<file path="src/sv/pce_pkg.sv">
`default_nettype none

package pce_pkg;

  // Default capture depths
  localparam int PRE_DEPTH_DEF  = 128;
  localparam int POST_DEPTH_DEF = 128;

  // Field widths
  localparam int SAMPLE_W = 12;
  localparam int IDX_W    = 8;
  localparam int REQ_W    = 2;
  localparam int PHASE_W  = 3;
  localparam int TB_W     = 4;
  localparam int CFG_IDX_W  = 2;
  localparam int CFG_DATA_W = 12;
  localparam int IN_DATA_W  = 24;
  localparam int OUT_DATA_W = 24;

  // Request kinds
  localparam logic [REQ_W-1:0] REQ_START  = 2'd0;
  localparam logic [REQ_W-1:0] REQ_SAMPLE = 2'd1;
  localparam logic [REQ_W-1:0] REQ_READ   = 2'd2;
  localparam logic [REQ_W-1:0] REQ_ABORT  = 2'd3;

  // Capture phases
  localparam logic [PHASE_W-1:0] PH_IDLE     = 3'd0;
  localparam logic [PHASE_W-1:0] PH_PREFILL  = 3'd1;
  localparam logic [PHASE_W-1:0] PH_WAIT     = 3'd2;
  localparam logic [PHASE_W-1:0] PH_POST     = 3'd3;
  localparam logic [PHASE_W-1:0] PH_STRAIGHT = 3'd4;

  // Configuration register indexes
  localparam logic [CFG_IDX_W-1:0] REG_TRIG_EN     = 2'd0;
  localparam logic [CFG_IDX_W-1:0] REG_TRIG_LEVEL  = 2'd1;
  localparam logic [CFG_IDX_W-1:0] REG_TRIG_RISING = 2'd2;
  localparam logic [CFG_IDX_W-1:0] REG_TIMEBASE    = 2'd3;

  localparam logic [TB_W-1:0]     STRAIGHT_TIMEBASE = 4'd11;
  localparam logic [SAMPLE_W-1:0] LEVEL_RESET       = 12'd2048;

  // Source of the read data for a transaction
  localparam logic [1:0] SRC_NONE = 2'd0;
  localparam logic [1:0] SRC_REC  = 2'd1;
  localparam logic [1:0] SRC_RING = 2'd2;

  typedef struct packed {
    logic                trig_en;
    logic [SAMPLE_W-1:0] level;
    logic                rising;
    logic [TB_W-1:0]     timebase;
  } cfg_t;

  typedef struct packed {
    logic               done;
    logic [PHASE_W-1:0] phase;
    logic [1:0]         src;
  } meta_t;

endpackage

`default_nettype wire

</file>
<file path="src/sv/pretrigger_capture_engine.sv">
`default_nettype none

// Channel  Direction  Handshake              Payload
// in_      slave      in_tvalid/in_tready    tuser: req_type; tdata: sample, read_index
// out_     master     out_tvalid/out_tready  tdata: read_data, capture_done, ready_lamp, phase
// cfg_     slave      cfg_valid/cfg_ready    cfg_index, cfg_data
//
// One transaction is accepted every cycle unless the output stalls; its result passes
// the memory stage, then the output register. Each transaction makes at most one access
// to the ring or the record memory, whose read port is registered; the output register
// keeps input open while a result waits. Reset is synchronous and clears the capture
// state registers at once, no memory sweep. A stalled output holds the input after one more.

module pretrigger_capture_engine #(
  parameter int PRE_DEPTH  = pce_pkg::PRE_DEPTH_DEF,
  parameter int POST_DEPTH = pce_pkg::POST_DEPTH_DEF
) (
  input  wire logic                           clk,
  input  wire logic                           rst_n,
  input  wire logic                           in_tvalid,
  output logic                                in_tready,
  // [1:0] req_type
  input  wire logic [pce_pkg::REQ_W-1:0]      in_tuser,
  // [11:0] sample, [19:12] read_index, [23:20] zero
  input  wire logic [pce_pkg::IN_DATA_W-1:0]  in_tdata,
  output logic                                out_tvalid,
  input  wire logic                           out_tready,
  // [11:0] read_data, [12] capture_done, [13] ready_lamp, [16:14] phase, [23:17] zero
  output logic [pce_pkg::OUT_DATA_W-1:0]      out_tdata,
  input  wire logic                           cfg_valid,
  output logic                                cfg_ready,
  input  wire logic [pce_pkg::CFG_IDX_W-1:0]  cfg_index,
  input  wire logic [pce_pkg::CFG_DATA_W-1:0] cfg_data
);

  localparam int REC_LEN = PRE_DEPTH + POST_DEPTH;
  localparam int PA      = $clog2(PRE_DEPTH);
  localparam int RA      = $clog2(REC_LEN);

  pce_pkg::cfg_t cfg_r, cfg_nxt;
  pce_pkg::meta_t meta;

  logic                         acc;
  logic                         take_ready;
  logic                         ring_we, ring_re, rec_we, rec_re;
  logic [PA-1:0]                ring_waddr, ring_raddr;
  logic [RA-1:0]                rec_waddr, rec_raddr;
  logic [pce_pkg::SAMPLE_W-1:0] ring_rdata, rec_rdata;
  logic [pce_pkg::SAMPLE_W-1:0] in_sample;
  logic [pce_pkg::IDX_W-1:0]    in_idx;

  assign in_sample = in_tdata[11:0];
  assign in_idx    = in_tdata[19:12];
  assign in_tready = take_ready && rst_n;
  assign acc       = in_tvalid && in_tready;
  assign cfg_ready = rst_n;

  // Register write decode
  always_comb begin
    cfg_nxt = cfg_r;
    if (cfg_valid) begin
      unique case (cfg_index)
        pce_pkg::REG_TRIG_EN:     cfg_nxt.trig_en  = cfg_data[0];
        pce_pkg::REG_TRIG_LEVEL:  cfg_nxt.level    = cfg_data[11:0];
        pce_pkg::REG_TRIG_RISING: cfg_nxt.rising   = cfg_data[0];
        pce_pkg::REG_TIMEBASE:    cfg_nxt.timebase = cfg_data[3:0];
      endcase
    end
  end

  always_ff @(posedge clk) begin
    if (!rst_n) begin
      cfg_r.trig_en  <= 1'b0;
      cfg_r.level    <= pce_pkg::LEVEL_RESET;
      cfg_r.rising   <= 1'b1;
      cfg_r.timebase <= '0;
    end else begin
      cfg_r <= cfg_nxt;
    end
  end

  pce_ctrl #(
    .PRE_DEPTH  (PRE_DEPTH),
    .POST_DEPTH (POST_DEPTH)
  ) u_ctrl (
    .clk        (clk),
    .rst_n      (rst_n),
    .acc        (acc),
    .req        (in_tuser),
    .sample     (in_sample),
    .idx        (in_idx),
    .cfg        (cfg_r),
    .ring_we    (ring_we),
    .ring_waddr (ring_waddr),
    .ring_re    (ring_re),
    .ring_raddr (ring_raddr),
    .rec_we     (rec_we),
    .rec_waddr  (rec_waddr),
    .rec_re     (rec_re),
    .rec_raddr  (rec_raddr),
    .meta       (meta)
  );

  // Pre-trigger ring
  pce_ram #(
    .WIDTH (pce_pkg::SAMPLE_W),
    .DEPTH (PRE_DEPTH)
  ) u_ring (
    .clk   (clk),
    .we    (ring_we),
    .waddr (ring_waddr),
    .wdata (in_sample),
    .re    (ring_re),
    .raddr (ring_raddr),
    .rdata (ring_rdata)
  );

  // Record store
  pce_ram #(
    .WIDTH (pce_pkg::SAMPLE_W),
    .DEPTH (REC_LEN)
  ) u_rec (
    .clk   (clk),
    .we    (rec_we),
    .waddr (rec_waddr),
    .wdata (in_sample),
    .re    (rec_re),
    .raddr (rec_raddr),
    .rdata (rec_rdata)
  );

  pce_out u_out (
    .clk        (clk),
    .rst_n      (rst_n),
    .acc        (acc),
    .meta       (meta),
    .ring_rdata (ring_rdata),
    .rec_rdata  (rec_rdata),
    .take_ready (take_ready),
    .out_tvalid (out_tvalid),
    .out_tready (out_tready),
    .out_tdata  (out_tdata)
  );

endmodule

`default_nettype wire

</file>
<file path="src/sv/pce_ram.sv">
`default_nettype none

module pce_ram #(
  parameter int WIDTH = 12,
  parameter int DEPTH = 256
) (
  input  wire logic                     clk,
  input  wire logic                     we,
  input  wire logic [$clog2(DEPTH)-1:0] waddr,
  input  wire logic [WIDTH-1:0]         wdata,
  input  wire logic                     re,
  input  wire logic [$clog2(DEPTH)-1:0] raddr,
  output logic      [WIDTH-1:0]         rdata
);

  logic [WIDTH-1:0] mem [DEPTH];

  // Write port
  always_ff @(posedge clk) begin
    if (we) begin
      mem[waddr] <= wdata;
    end
  end

  // Registered read, held while not enabled
  always_ff @(posedge clk) begin
    if (re) begin
      rdata <= mem[raddr];
    end
  end

endmodule

`default_nettype wire

</file>
<file path="src/sv/pce_ctrl.sv">
`default_nettype none

module pce_ctrl #(
  parameter int PRE_DEPTH  = pce_pkg::PRE_DEPTH_DEF,
  parameter int POST_DEPTH = pce_pkg::POST_DEPTH_DEF
) (
  input  wire logic                             clk,
  input  wire logic                             rst_n,
  input  wire logic                             acc,
  input  wire logic [pce_pkg::REQ_W-1:0]        req,
  input  wire logic [pce_pkg::SAMPLE_W-1:0]     sample,
  input  wire logic [pce_pkg::IDX_W-1:0]        idx,
  input  wire pce_pkg::cfg_t                    cfg,
  output logic                                  ring_we,
  output logic [$clog2(PRE_DEPTH)-1:0]          ring_waddr,
  output logic                                  ring_re,
  output logic [$clog2(PRE_DEPTH)-1:0]          ring_raddr,
  output logic                                  rec_we,
  output logic [$clog2(PRE_DEPTH+POST_DEPTH)-1:0] rec_waddr,
  output logic                                  rec_re,
  output logic [$clog2(PRE_DEPTH+POST_DEPTH)-1:0] rec_raddr,
  output pce_pkg::meta_t                        meta
);

  localparam int REC_LEN = PRE_DEPTH + POST_DEPTH;
  localparam int PA      = $clog2(PRE_DEPTH);
  localparam int RA      = $clog2(REC_LEN);
  localparam int FW      = $clog2(REC_LEN + 1);
  localparam int XW      = ((FW > pce_pkg::IDX_W) ? FW : pce_pkg::IDX_W) + 1;

  logic [pce_pkg::PHASE_W-1:0]  phase_r, phase_nxt;
  logic                         done_r, done_nxt;
  logic [FW-1:0]                fill_r, fill_nxt;
  logic [PA-1:0]                ptr_r, ptr_nxt;
  logic [PA-1:0]                start_ptr_r, start_ptr_nxt;
  logic [pce_pkg::SAMPLE_W-1:0] last_r, last_nxt;
  logic                         straight_r, straight_nxt;
  logic                         post_seen_r, post_seen_nxt;
  logic                         unrolled_r, unrolled_nxt;

  logic [FW-1:0]  fill_inc;
  logic [PA-1:0]  ptr_inc;
  logic           crossed;
  logic [XW-1:0]  idx_x;
  logic [XW-1:0]  fill_x;
  logic [PA:0]    ring_sum;
  logic [1:0]     src;

  assign fill_inc = fill_r + 1'b1;
  assign ptr_inc  = (ptr_r == PA'(PRE_DEPTH - 1)) ? '0 : ptr_r + 1'b1;

  // Level crossing between the previous and the current sample
  assign crossed = cfg.rising ? ((last_r < cfg.level) && (sample >= cfg.level))
                              : ((last_r > cfg.level) && (sample <= cfg.level));

  // Unrolled ring position: oldest entry follows the trigger sample
  assign idx_x    = XW'(idx);
  assign fill_x   = XW'(fill_r);
  assign ring_sum = (PA+1)'(start_ptr_r) + (PA+1)'(idx_x);

  always_comb begin
    if (ring_sum >= (PA+1)'(PRE_DEPTH)) begin
      ring_raddr = PA'(ring_sum - (PA+1)'(PRE_DEPTH));
    end else begin
      ring_raddr = PA'(ring_sum);
    end
  end

  assign rec_raddr  = RA'(idx_x);
  assign ring_waddr = ptr_r;

  // Decode the transaction and advance the capture state
  always_comb begin
    phase_nxt     = phase_r;
    done_nxt      = done_r;
    fill_nxt      = fill_r;
    ptr_nxt       = ptr_r;
    start_ptr_nxt = start_ptr_r;
    last_nxt      = last_r;
    straight_nxt  = straight_r;
    post_seen_nxt = post_seen_r;
    unrolled_nxt  = unrolled_r;
    ring_we       = 1'b0;
    rec_we        = 1'b0;
    rec_waddr     = RA'(fill_r);
    src           = pce_pkg::SRC_NONE;

    if (acc) begin
      unique case (req)
        pce_pkg::REQ_START: begin
          done_nxt      = 1'b0;
          fill_nxt      = '0;
          ptr_nxt       = '0;
          post_seen_nxt = 1'b0;
          unrolled_nxt  = 1'b0;
          if (cfg.trig_en && (cfg.timebase != pce_pkg::STRAIGHT_TIMEBASE)) begin
            straight_nxt = 1'b0;
            phase_nxt    = pce_pkg::PH_PREFILL;
          end else begin
            straight_nxt = 1'b1;
            phase_nxt    = pce_pkg::PH_STRAIGHT;
          end
        end
        pce_pkg::REQ_SAMPLE: begin
          unique case (phase_r)
            pce_pkg::PH_STRAIGHT: begin
              rec_we    = 1'b1;
              rec_waddr = RA'(fill_r);
              fill_nxt  = fill_inc;
              if (fill_inc >= FW'(REC_LEN)) begin
                done_nxt  = 1'b1;
                phase_nxt = pce_pkg::PH_IDLE;
              end
            end
            pce_pkg::PH_PREFILL: begin
              ring_we  = 1'b1;
              ptr_nxt  = ptr_inc;
              last_nxt = sample;
              fill_nxt = fill_inc;
              if (fill_inc >= FW'(PRE_DEPTH)) begin
                ptr_nxt   = '0;
                phase_nxt = pce_pkg::PH_WAIT;
              end
            end
            pce_pkg::PH_WAIT: begin
              ring_we  = 1'b1;
              last_nxt = sample;
              if (crossed) begin
                fill_nxt      = '0;
                phase_nxt     = pce_pkg::PH_POST;
                post_seen_nxt = 1'b1;
                start_ptr_nxt = ptr_inc;
              end else begin
                ptr_nxt = ptr_inc;
              end
            end
            pce_pkg::PH_POST: begin
              rec_we    = 1'b1;
              rec_waddr = RA'(PRE_DEPTH) + RA'(fill_r);
              fill_nxt  = fill_inc;
              if (fill_inc >= FW'(POST_DEPTH)) begin
                done_nxt     = 1'b1;
                unrolled_nxt = 1'b1;
                phase_nxt    = pce_pkg::PH_IDLE;
              end
            end
            default: begin
            end
          endcase
        end
        pce_pkg::REQ_READ: begin
          if (straight_r) begin
            if (idx_x < fill_x) begin
              src = pce_pkg::SRC_REC;
            end
          end else if (idx_x < XW'(PRE_DEPTH)) begin
            if (unrolled_r) begin
              src = pce_pkg::SRC_RING;
            end
          end else if (post_seen_r && (idx_x < XW'(PRE_DEPTH) + fill_x)) begin
            src = pce_pkg::SRC_REC;
          end
        end
        pce_pkg::REQ_ABORT: begin
          phase_nxt = pce_pkg::PH_IDLE;
          done_nxt  = 1'b0;
        end
      endcase
    end
  end

  assign ring_re    = (src == pce_pkg::SRC_RING);
  assign rec_re     = (src == pce_pkg::SRC_REC);
  assign meta.done  = done_nxt;
  assign meta.phase = phase_nxt;
  assign meta.src   = src;

  // Capture state registers
  always_ff @(posedge clk) begin
    if (!rst_n) begin
      phase_r     <= pce_pkg::PH_IDLE;
      done_r      <= 1'b0;
      fill_r      <= '0;
      ptr_r       <= '0;
      straight_r  <= 1'b1;
      post_seen_r <= 1'b0;
      unrolled_r  <= 1'b0;
      last_r      <= '0;
    end else begin
      phase_r     <= phase_nxt;
      done_r      <= done_nxt;
      fill_r      <= fill_nxt;
      ptr_r       <= ptr_nxt;
      straight_r  <= straight_nxt;
      post_seen_r <= post_seen_nxt;
      unrolled_r  <= unrolled_nxt;
      last_r      <= last_nxt;
    end
  end

  // Trigger position, meaningful once a trigger is seen
  always_ff @(posedge clk) begin
    start_ptr_r <= start_ptr_nxt;
  end

endmodule

`default_nettype wire

</file>
<file path="src/sv/pce_out.sv">
`default_nettype none

module pce_out (
  input  wire logic                         clk,
  input  wire logic                         rst_n,
  input  wire logic                         acc,
  input  wire pce_pkg::meta_t               meta,
  input  wire logic [pce_pkg::SAMPLE_W-1:0] ring_rdata,
  input  wire logic [pce_pkg::SAMPLE_W-1:0] rec_rdata,
  output logic                              take_ready,
  output logic                              out_tvalid,
  input  wire logic                         out_tready,
  output logic [pce_pkg::OUT_DATA_W-1:0]    out_tdata
);

  logic                         s1_valid_r, s1_valid_nxt;
  pce_pkg::meta_t               s1_meta_r;
  logic                         out_valid_r, out_valid_nxt;
  logic [pce_pkg::SAMPLE_W-1:0] out_rd_r;
  logic                         out_done_r;
  logic                         out_lamp_r;
  logic [pce_pkg::PHASE_W-1:0]  out_phase_r;
  logic                         s1_adv;
  logic [pce_pkg::SAMPLE_W-1:0] s1_rd;

  // Advance the memory stage when the output register is free
  assign s1_adv        = s1_valid_r && (!out_valid_r || out_tready);
  assign take_ready    = !s1_valid_r || s1_adv;
  assign s1_valid_nxt  = acc || (s1_valid_r && !s1_adv);
  assign out_valid_nxt = s1_adv || (out_valid_r && !out_tready);

  // Select the read data for the transaction in the memory stage
  always_comb begin
    case (s1_meta_r.src)
      pce_pkg::SRC_REC:  s1_rd = rec_rdata;
      pce_pkg::SRC_RING: s1_rd = ring_rdata;
      default:           s1_rd = '0;
    endcase
  end

  always_ff @(posedge clk) begin
    if (!rst_n) begin
      s1_valid_r  <= 1'b0;
      out_valid_r <= 1'b0;
    end else begin
      s1_valid_r  <= s1_valid_nxt;
      out_valid_r <= out_valid_nxt;
    end
  end

  // Hold payloads until the next stage takes them
  always_ff @(posedge clk) begin
    if (acc) begin
      s1_meta_r <= meta;
    end
    if (s1_adv) begin
      out_rd_r    <= s1_rd;
      out_done_r  <= s1_meta_r.done;
      out_phase_r <= s1_meta_r.phase;
      out_lamp_r  <= (s1_meta_r.phase == pce_pkg::PH_WAIT) ||
                     (s1_meta_r.phase == pce_pkg::PH_STRAIGHT);
    end
  end

  assign out_tvalid = out_valid_r;
  assign out_tdata  = {7'b0, out_phase_r, out_lamp_r, out_done_r, out_rd_r};

endmodule

`default_nettype wire

</file>
<file path="config.mk">
export PLATFORM = sky130hd
export DESIGN_NAME = pretrigger_capture_engine
export DESIGN_NICKNAME = d
export VERILOG_FILES = /design/src/sv/pce_pkg.sv /design/src/sv/pretrigger_capture_engine.sv /design/src/sv/pce_ram.sv /design/src/sv/pce_ctrl.sv /design/src/sv/pce_out.sv
export SDC_FILE = /design/constraint.sdc
export NUM_CORES = 2
export LEC_CHECK = 0
export BUFFER_PORTS_ARGS = -buffer_cell sky130_fd_sc_hd__clkbuf_2
export CORE_MARGIN = 3
export CORE_UTILIZATION = 65
export CTS_BUF_LIST = sky130_fd_sc_hd__clkbuf_4
export CTS_CLUSTER_DIAMETER = 60
export DETAILED_ROUTE_END_ITERATION = 8
export PLACE_DENSITY_LB_ADDON = 0.1
export RECOVER_POWER = 25
export SLEW_MARGIN = 20
export SYNTH_ARGS = -nofsm -noshare
export SYNTH_HDL_FRONTEND = slang
export SYNTH_MEMORY_MAX_BITS = 65536
export SYNTH_SLANG_ARGS = --single-unit
</file>
<file path="constraint.sdc">
create_clock -name clk -period 9.7 [get_ports clk]
set_clock_uncertainty 0.05 [all_clocks]
set_input_delay 1.455 -clock clk [delete_from_list [all_inputs] [get_ports clk]]
set_output_delay 1.455 -clock clk [all_outputs]
set_load 0.02 [all_outputs]
</file>
==> impl_metrics.ini <==
[run_status]
status = complete, but fails checks
violations = capacitance limit, slew limit

[route]
wl_per_cell_um = 31.6
drt-vias-per-instance = 6.60
wirelength_um = 419000
ant_nets = 0
drtPass1Iterations = 6
route.detailed.drc = 0
vias = 87400
dr.first_iter.drc_count = 11000

[pwr]
p_leak_nw = 63.9
ir_drop_mv = 0.141
power.total_mw = 40.7
p_per_area_mw_per_mm2 = 201

[clocking]
cts.clk_slew.worst_paths_ns = 0.06
cts_tree = built
clock-root-buffer = clkbuf_4
post_cts_resized = 0
insertion_delay_ns = 1.58
cts-htree-levels = 7
cts-buffers-inserted = 1217
clock_sinks = 4717
cts_setup_buffers = 0
clockBufferDepth = 5

[critical_path]
critPathLaunchType = primary input
worstSetupPathType = in -> reg
cp.arrival_ns = 8.31
cp.required_ns = 10.87
endpoint_kind = flop
crit_fanout = 92

[finish]
nets = 8854
layout_commonest_cell = edfxtp_1
drive_gt1_share_pct = 40.2
instances_no_fill = 13200
area_growth_pct = 11.3
layout_common_cells = edfxtp_1 (4662), clkbuf_4 (1701), mux4_2 (1488), nor2_2 (241), buf_4 (215)

[logic_synthesis]
synth_simple_gate_area_share_pct = 1.52
seq_area_frac_synth_pct = 77.5
async_flop_share_pct = 0
ys_types = 56
synthMuxAreaShare_pct = 19.0
yosys.area_share.adder_pct = 0.320
ys_warn_count = 0
synth_compound_area_share_pct = 0.487
syn_area_per_cell_um2 = 23.9
synth_top_family_by_area = multiplexers
synth_edf_count = 4662
postSynthCellCount = 7623
netlist_area_mm2 = 0.182
synthFlopType = edfxtp_1
ys_ff_latch = 4717
synthXorXnorAreaFrac_pct = 0.111

[floorplanning]
die_area_mm2 = 0.286
io_pins = 72
die_w_um = 535
core_region_area_mm2 = 0.277
start_util_pct = 65.6
rows = 193
die_y_um = 535

[timing]
fin_crit_sh_pct = 73.6
rsz0062_at_grt = no
setup_slack_ns = 2.56
finalCriticalPeriod_ns = 7.14
finalSetupTns_ns = 0
tightestPinTransition_ns = 5.07
whs_ns = 0.244
setup_viol = 0
hold_violations = 0
max_slew_margin_pct = -238
maxSlewViolCount = 1966
fmax_mhz = 140

[global_routing]
grt_use_total_pct = 30.2
grt_pass1_wl_um = 611000
grt_overflow = 0
grt_start_max_net_pins = 166
antenna_found_initial = 27
grt_pass1_vias = 89500

[placed_design]
hpwlAfterDp_um = 243000
placedCellCount = 11200
dpl_worst_slack_ns = 2.95
gp_congestion = 0.837
portBuffers = 60

[min_path]
hp-class = in -> reg

[job]
cap_violations = 32
## worst paths after layout
kind / from / to / slack (ns) / cells after the start
max: in_tdata[11] / u_rec.mem[13][11] / 2.56 / 3
min: cfg_data[3] / cfg_r[8] / 0.24 / 3
max reg2reg: u_out.out_tvalid / u_rec.mem[130][2] / 4.23 / 10
min reg2reg: cfg_r[14] / cfg_r[14] / 0.42 / 2
## where the power goes
group	total [mW]	internal, mW	leakage [nW]	switching, mW
Combinational	2.16	0.867	13.0	1.29
Clock	16.1	8.56	8.57	7.51
Sequential	22.4	22.4	42.4	0.00832
Total	40.7	31.8	63.9	8.81
## through the flow
step           utilization [%]  instance area (um^2)
2_1_floorplan                -                182000
3_3_place_gp              67.6                188000
3_5_place_dp              67.7                188000
4_1_cts                   72.9                202000
5_1_grt                   73.0                203000
6_report                  73.0                203000
## cell families after synthesis
kind of cell,after synthesis
compound gates,130
xor+xnor,23
fa+ha+maj,46
buf+inv,454
flops,4717
mux,1592
other cells,1
simple gates,660
## what timing repair did
item,4_1_cts,5_1_grt
endpoints found under the setup margin,0,0
hold buffers,13,0
hold endpoints to repair,20,0
## critical path, stage by stage
cell	delay, ns
clkbuf_1	2.49
clkbuf_1	3.06
buf_4	1.12
## area by class of cell
cell class | count | area, um^2
Antenna cell | 34 | 85.1
Sequential cell | 4717 | 141000
Fill cell | 15900 | 74900
Timing Repair Buffer | 335 | 2580
Clock buffer | 1701 | 12800
Tap cell | 3705 | 4640
Clock inverter | 249 | 1520
Multi-Input combinational cell | 2458 | 39800
Inverter | 34 | 128
## flip-flops by register name (all words and copies together) (netlist names), 6 cells and up
name	cells
u_ring.rdata	12
u_ring.mem	1536
u_ctrl.last_r	12
u_ctrl.ring_waddr	7
u_rec.mem	3072
u_out.s1_meta_r	6
u_rec.rdata	12
u_out.out_rd_r	12
u_ctrl.fill_r	9
cfg_r	18
u_ctrl.start_ptr_r	7
## metal layers
metal	global-route usage (%)	routed length, um
met1	43.8	159000
met4	12.5	13100
met2	45.5	205000
met3	7.06	40600
met5	0	13
## cells in the mapped netlist, types with 2 or more instances
cell type | number | area share (%)
and2_1 | 17 | 0.058
a211oi_1 | 6 | 0.025
mux2_2 | 12 | 0.074
buf_4 | 17 | 0.070
nor3b_1 | 2 | 0.0082
a31oi_1 | 2 | 0.0069
buf_2 | 69 | 0.19
nand2b_1 | 5 | 0.017
a22oi_1 | 36 | 0.15
a221oi_1 | 2 | 0.0096
o211ai_1 | 5 | 0.021
buf_1 | 76 | 0.16
buf_6 | 9 | 0.056
a211o_1 | 2 | 0.0096
nand4b_1 | 4 | 0.019
nand3b_1 | 3 | 0.012
a32oi_1 | 2 | 0.0096
a2111oi_0 | 3 | 0.014
mux4_2 | 1488 | 18
nor2b_1 | 33 | 0.11
o21ai_0 | 15 | 0.041
and3_1 | 5 | 0.017
nor2_1 | 441 | 0.91
a21o_1 | 4 | 0.016
mux2i_1 | 92 | 0.51
or3_1 | 5 | 0.017
inv_1 | 33 | 0.068
ha_1 | 45 | 0.31
a21boi_0 | 14 | 0.058
dfxtp_1 | 55 | 0.60
or4_1 | 2 | 0.0082
nand3_1 | 27 | 0.074
xnor2_1 | 18 | 0.087
nand2_1 | 97 | 0.20
clkbuf_1 | 249 | 0.51
o22ai_1 | 2 | 0.0069
nor3_1 | 5 | 0.014
nand4_1 | 10 | 0.034
xor2_1 | 5 | 0.024
o21bai_1 | 2 | 0.0082
nor4_1 | 2 | 0.0069
edfxtp_1 | 4662 | 77
a21oi_1 | 27 | 0.074
Power figures use the tool's default switching activity.
